==> src/gn3_pkg.sv <==
`timescale 1ns / 1ps

package gn3_pkg;

    localparam int TABLE_SIZE_DEF = 256;
    localparam int FRAC_BITS_DEF  = 16;

    localparam logic [1:0] FUNC_PERM = 2'd0;
    localparam logic [1:0] FUNC_GRAD = 2'd1;
    localparam logic [1:0] FUNC_EVAL = 2'd2;

    // one gradient entry: x, y, z packed high to low
    localparam int GRAD_W = 48;
    // fade weight 0..65536
    localparam int U_W = 17;
    localparam int ONE_Q16 = 65536;

    typedef struct packed {
        logic               perm_we;
        logic               grad_we;
        logic [7:0]         index;
        logic [7:0]         perm_value;
        logic signed [15:0] gx;
        logic signed [15:0] gy;
        logic signed [15:0] gz;
    } t_load;

endpackage

==> src/gn3_fade.sv <==
`timescale 1ns / 1ps

module gn3_fade (
    input  logic                   i_clk,
    input  logic                   i_adv,
    input  logic [15:0]            i_t,
    output logic [15:0]            o_t,
    output logic [gn3_pkg::U_W-1:0] o_u
);
    import gn3_pkg::*;

    logic [31:0]        w_p2, w_p3, w_p4, w_p5;
    logic [15:0]        r_t1, r_t2, r_t3, r_t4;
    logic [15:0]        r_q2, r_q3_2, r_q3_3, r_q3_4, r_q4_3, r_q4_4, r_q5_4;
    logic signed [21:0] w_a3, w_a4, w_a5, w_poly;
    logic [U_W-1:0]     r_u, n_u;

    assign w_p2 = 32'(i_t) * 32'(i_t);
    assign w_p3 = 32'(r_q2) * 32'(r_t1);
    assign w_p4 = 32'(r_q3_2) * 32'(r_t2);
    assign w_p5 = 32'(r_q4_3) * 32'(r_t3);

    assign w_a3   = signed'(22'(r_q3_4));
    assign w_a4   = signed'(22'(r_q4_4));
    assign w_a5   = signed'(22'(r_q5_4));
    assign w_poly = 22'sd6 * w_a5 - 22'sd15 * w_a4 + 22'sd10 * w_a3;

    always_comb begin
        priority if (w_poly < 22'sd0) begin
            n_u = '0;
        end else if (w_poly > 22'(ONE_Q16)) begin
            n_u = U_W'(ONE_Q16);
        end else begin
            n_u = U_W'(w_poly);
        end
    end

    always_ff @(posedge i_clk) begin
        if (i_adv) begin
            r_t1   <= i_t;
            r_q2   <= w_p2[31:16];
            r_t2   <= r_t1;
            r_q3_2 <= w_p3[31:16];
            r_t3   <= r_t2;
            r_q3_3 <= r_q3_2;
            r_q4_3 <= w_p4[31:16];
            r_t4   <= r_t3;
            r_q3_4 <= r_q3_3;
            r_q4_4 <= r_q4_3;
            r_q5_4 <= w_p5[31:16];
            r_u    <= n_u;
        end
    end

    assign o_t = r_t4;
    assign o_u = r_u;

endmodule

==> config.mk <==
export PLATFORM = sky130hd
export DESIGN_NAME = gn3_fade
export DESIGN_NICKNAME = d
export VERILOG_FILES = /design/src/gn3_pkg.sv /design/src/gn3_fade.sv
export SDC_FILE = /design/constraint.sdc
export NUM_CORES = 2
export LEC_CHECK = 0
export ABC_AREA = 0
export BUFFER_PORTS_ARGS = -buffer_cell sky130_fd_sc_hd__buf_2
export CORE_ASPECT_RATIO = 0.8
export CORE_MARGIN = 2
export CORE_UTILIZATION = 60
export DETAILED_ROUTE_END_ITERATION = 10
export HOLD_SLACK_MARGIN = 0.15
export PLACE_DENSITY = 0.76
export RECOVER_POWER = 50
export SETUP_SLACK_MARGIN = 0.05
export SLEW_MARGIN = 20
export SYNTH_ARGS = -nofsm -noshare
export SYNTH_HDL_FRONTEND = slang
export SYNTH_SLANG_ARGS = --single-unit
export TNS_END_PERCENT = 100
==> constraint.sdc <==
create_clock -name i_clk -period 8.8 [get_ports i_clk]
set_input_delay 0.44 -clock i_clk [delete_from_list [all_inputs] [get_ports i_clk]]
set_output_delay 0.44 -clock i_clk [all_outputs]
set_load 0.03 [all_outputs]
* After elaboration in Yosys (flattened, before gate mapping)
Index checks and enable logic that the tools add are counted.
Word-level totals: register bits after elaboration 193, input bits 18, output and inout port bits 33, word-level logic and storage cells 26
Cells by class: add/subtract/negate cells 2, multipliers 7, $lt $le $gt $ge 2, muxes and demuxes 1, reductions and logical operators 1
Operator list (number):
- 16-bit by 16-bit multiplier with 32-bit output | 4
- 21-bit by 21-bit adder with 22-bit output | 1
- 22-bit by 18-bit > comparator with 1-bit output (second input constant) | 1
- 22-bit by 1-bit < comparator with 1-bit output (second input constant) | 1
- 19-bit by 20-bit subtractor with 21-bit output | 1
- 4-bit by 16-bit multiplier with 20-bit output (first input constant) | 1
- 3-bit by 16-bit multiplier with 19-bit output (first input constant) | 1
- 2-bit by 16-bit multiplier with 18-bit output (first input constant) | 1
- 17-bit two-way mux | 1
- 2-bit OR reduction | 1

* Longest topological paths before layout
depth after elaboration 5, mapped depth 30, gate-level depth less buffers 30

* Worst setup path after synthesis
OpenSTA, ideal clock, no wires.
path kind input -> register, from input i_t[3], to register r_q2[15] (data pin), setup time 260 ps, arrival time 6512 ps, required time 8540 ps, path slack 2028 ps, cell stages on the path 26, buffers on the path 1, cells stage by stage clkbuf_1 > nand2_1 > inv_1 > fa_1 > inv_1 > fa_1 > inv_1 > fa_1 > inv_1 > fa_1 > inv_1 > fa_1 > inv_1 > fa_1 > inv_1 > ha_1 > and4_1 > and2_1 > a2111oi_0 > nand2_1 > a41o_1 > and3_1 > o41a_1 > a211o_1 > a21oi_2 > xnor2_1
On the way: word-level cells in the longest chain between the ends 1
Ends and longest elaborated chain:
- start, declared | line gn3_fade.sv:6 | input logic [15:0] i_t,
- 16-bit by 16-bit multiplier with 32-bit output | line gn3_fade.sv:18 | assign w_p2 = 32'(i_t) * 32'(i_t);
- named net w_p2[31] | line gn3_fade.sv:12 | logic [31:0] w_p2, w_p3, w_p4, w_p5;
- end signal, assigned | line gn3_fade.sv:41 | r_q2 <= w_p2[31:16];
- end, declared | line gn3_fade.sv:14 | logic [15:0] r_q2, r_q3_2, r_q3_3, r_q3_4, r_q4_3, r_q4_4, r_q5_4;
The timed path passes the listed nets, and every way through them passes these cells. A chain may end at the register's enable or synchronous reset.

* Worst setup path in the final report
from register r_q3_2[7], to register r_q4_3[15] (data pin)
On the way: word-level cells in the longest chain between the ends 1
Ends and longest elaborated chain:
- start, declared | line gn3_fade.sv:14
- start signal, assigned | line gn3_fade.sv:43 | r_q3_2 <= w_p3[31:16];
- 16-bit by 16-bit multiplier with 32-bit output | line gn3_fade.sv:20 | assign w_p4 = 32'(r_q3_2) * 32'(r_t2);
- named net w_p4[31] | line gn3_fade.sv:12
- end signal, assigned | line gn3_fade.sv:46 | r_q4_3 <= w_p4[31:16];
- end, declared | line gn3_fade.sv:14
The timed path passes the listed nets, and every way through them passes these cells.

==> results.cfg <==
[synthesis]
syn_inst = 4164
synth-seq-area-share_pct = 14.4
synth-edff-count = 193
avgSynthCellArea_um2 = 9.69
yosysWarnings = 0
ys_seq_elements = 193
ys_types = 58
syn_nets = 5463
synthArstFlopShare_pct = 0
netlist_area_mm2 = 0.0403
ys.flop_type = edfxtp_1

[clock_tree]
post_cts_buffers = 0
clk_pin_slew_ns = 0.09
cts_hold_buf = 0
cts_root_buf = clkbuf_16
clock_sinks = 193
clkLatencyLatePin_ns = 0.51
clockBufferDepth = 2
htreeDepth = 4
cts-resized-gates = 0
cts_buffers = 17
cts_tree = built

[setup_path]
slowest_stage = clkbuf_1
crit_buf_inv = 6
cp_max_fo = 17
startpoint_type = register
required_ns = 9.06
criticalPathCategory = register to register
critical-path-top-delay-family = adder cells
worst_setup_path_end_kind = register
crit_chain = clkbuf_1 -> nand2_1 -> fa_1 -> inv_1 -> fa_1 -> inv_1 -> fa_1 -> inv_1 -> fa_1 -> inv_1 -> fa_1 -> inv_1 -> fa_1 -> ha_1 -> o21a_1 -> o2111ai_1 -> o31ai_1 -> a41oi_1 -> o41ai_1 -> nor4_1 -> nor3_1 -> xnor2_1
cp_common_cell = fa_1
slowest_delay_ns = 0.82
arrival_ns = 7.71

[timing]
final_max_slew_viol_count = 115
rsz0062_at_grt = no
fmax_mhz = 134
min_period_ns = 7.45
setup_violations = 0
finalSetupTns_ns = 0
tightest_slew_ns = 4.08
max-slew-margin-rel_pct = -172
finalHoldViolCount = 0
finalCritPeriodShare_pct = 84.7
skew_ns = 0.0208

[finish]
finalNetCount = 5448
final_cell_mix = 1,022 x inv_1, 790 x fa_1, 606 x nand2_1, 491 x ha_1, 313 x and2_1
antennaDiodeCount = 0
final_area_mm2 = 0.0420
final_common_cell = inv_1
syn_to_final_growth_pct = 4.06
n_fill_cell = 5337
final_layout_size_suffix_gt1_share_pct = 1.92

[die]
die_y_um = 236
die_width_um = 294
core_mm2 = 0.0661
die_area_mm2 = 0.0693
num_rows = 84
ioPinCount = 51
start_util_pct = 61.0

[grt]
grt_first_pass_wirelength_mm = 151
overflow = 0
first_global_vias = 29845
antenna_found_initial = 1
grt_max_degree = 83
track_usage_pct = 27.5

[drt]
totalWireLength_mm = 88.4
antenna_left = 0
drt_first_iter_violations = 1893
drc = 0
drt_first_pass_iters = 5
detail_route.wl_per_cell_um = 17.6
vias = 27615
avgViaCountPerCell = 5.50

[placed_design]
dpl_cell_area_mm2 = 0.0415
dp_hpwl_mm = 68.9
numPortBuffers = 50
place_congestion = 0.891

[run_status]
violations = capacitance limit, slew limit
outcome = finished, violations left

[flow_run]
max_cap_violations = 2

[min_path]
hold_class = register to register
## final cells by class
type                    instances  area [µm²]  share of cell area (%)
multi-input cells            2837       30300                    72.2
flip-flops and latches        193        5800                    13.8
inverters                    1022        3840                    9.14
well taps                     860        1080                    2.56
clock buffers                  17         425                    1.01
repair buffers                 78         338                   0.805
clock inverters                15         218                   0.519
## Yosys cell counts (5+ instances only)
library cell  number  area (µm²)
and2_1           313        1960
o21a_1            18         135
xnor2_1           86         753
a21boi_0           7        52.6
o21bai_1          11        82.6
a211oi_1           9        67.6
or2_2              7        43.8
nand2b_1          14        87.6
xor2_1            40         350
a211o_1            5        43.8
and3_1            10        62.6
nor2b_1           16         100
nor3_1            32         160
nand3_1           21         105
nand4_1           16         100
a21oi_1           74         370
o41ai_1            5        43.8
a31oi_1            9        56.3
ha_1             491        6140
fa_1             790       15800
clkbuf_1         108         405
nor2_1           103         387
inv_1           1022        3840
a2111oi_0          6        52.6
o21ai_0           48         240
o211ai_1           6        45.0
a21o_1            39         293
or3_1              6        37.5
nand2_1          606        2270
edfxtp_1         193        5800
## per-stage QoR
step,util (%),worst slack [ns],hold slack [ns],cells
global placement,62.7,1.60,0.402,4990
floorplan,-,2.03,0.400,4164
global route,63.5,1.07,0.432,5022
CTS,63.7,1.74,0.287,5022
detailed placement,62.7,1.52,0.405,4990
finish,63.5,1.35,0.425,5022
## metal layers
metal  share of wire [%]  global-route usage, %
met1                  43                   38.0
met2                  47                   45.1
met3                 7.8                   5.02
met4                 2.5                   7.20
met5               0.015                      0
## logic make-up after synthesis
family          count (synthesis)  synth area share (%)
flops                         193                  14.4
xor+xnor                      126                  2.74
simple gates                 1159                  13.5
buf+inv                      1134                  10.6
fa+ha+maj                    1281                  54.4
mux                             3                0.0806
compound gates                268                  4.36
## state kept, by name (all words and copies together) (netlist names)
name    flops
r_t3       16
o_t        16
r_q2       16
r_q3_2     16
r_q5_4     16
r_t2       16
r_q3_4     16
r_q4_4     16
r_q4_3     16
r_q3_3     16
r_t1       16
o_u        17
## worst paths after layout
path	start	to	slack, ns	cells past startpoint
hold / removal	r_q3_3[0]	r_q3_4[0]	0.42	0
setup reg to reg	r_q3_2[7]	r_q4_3[15]	1.35	22
hold reg to reg	r_q3_3[0]	r_q3_4[0]	0.42	0
setup / recovery	r_q3_2[7]	r_q4_3[15]	1.35	22
Power is not shown: default switching activity piles up to over one toggle a cycle in this logic, so the estimate is an artifact.
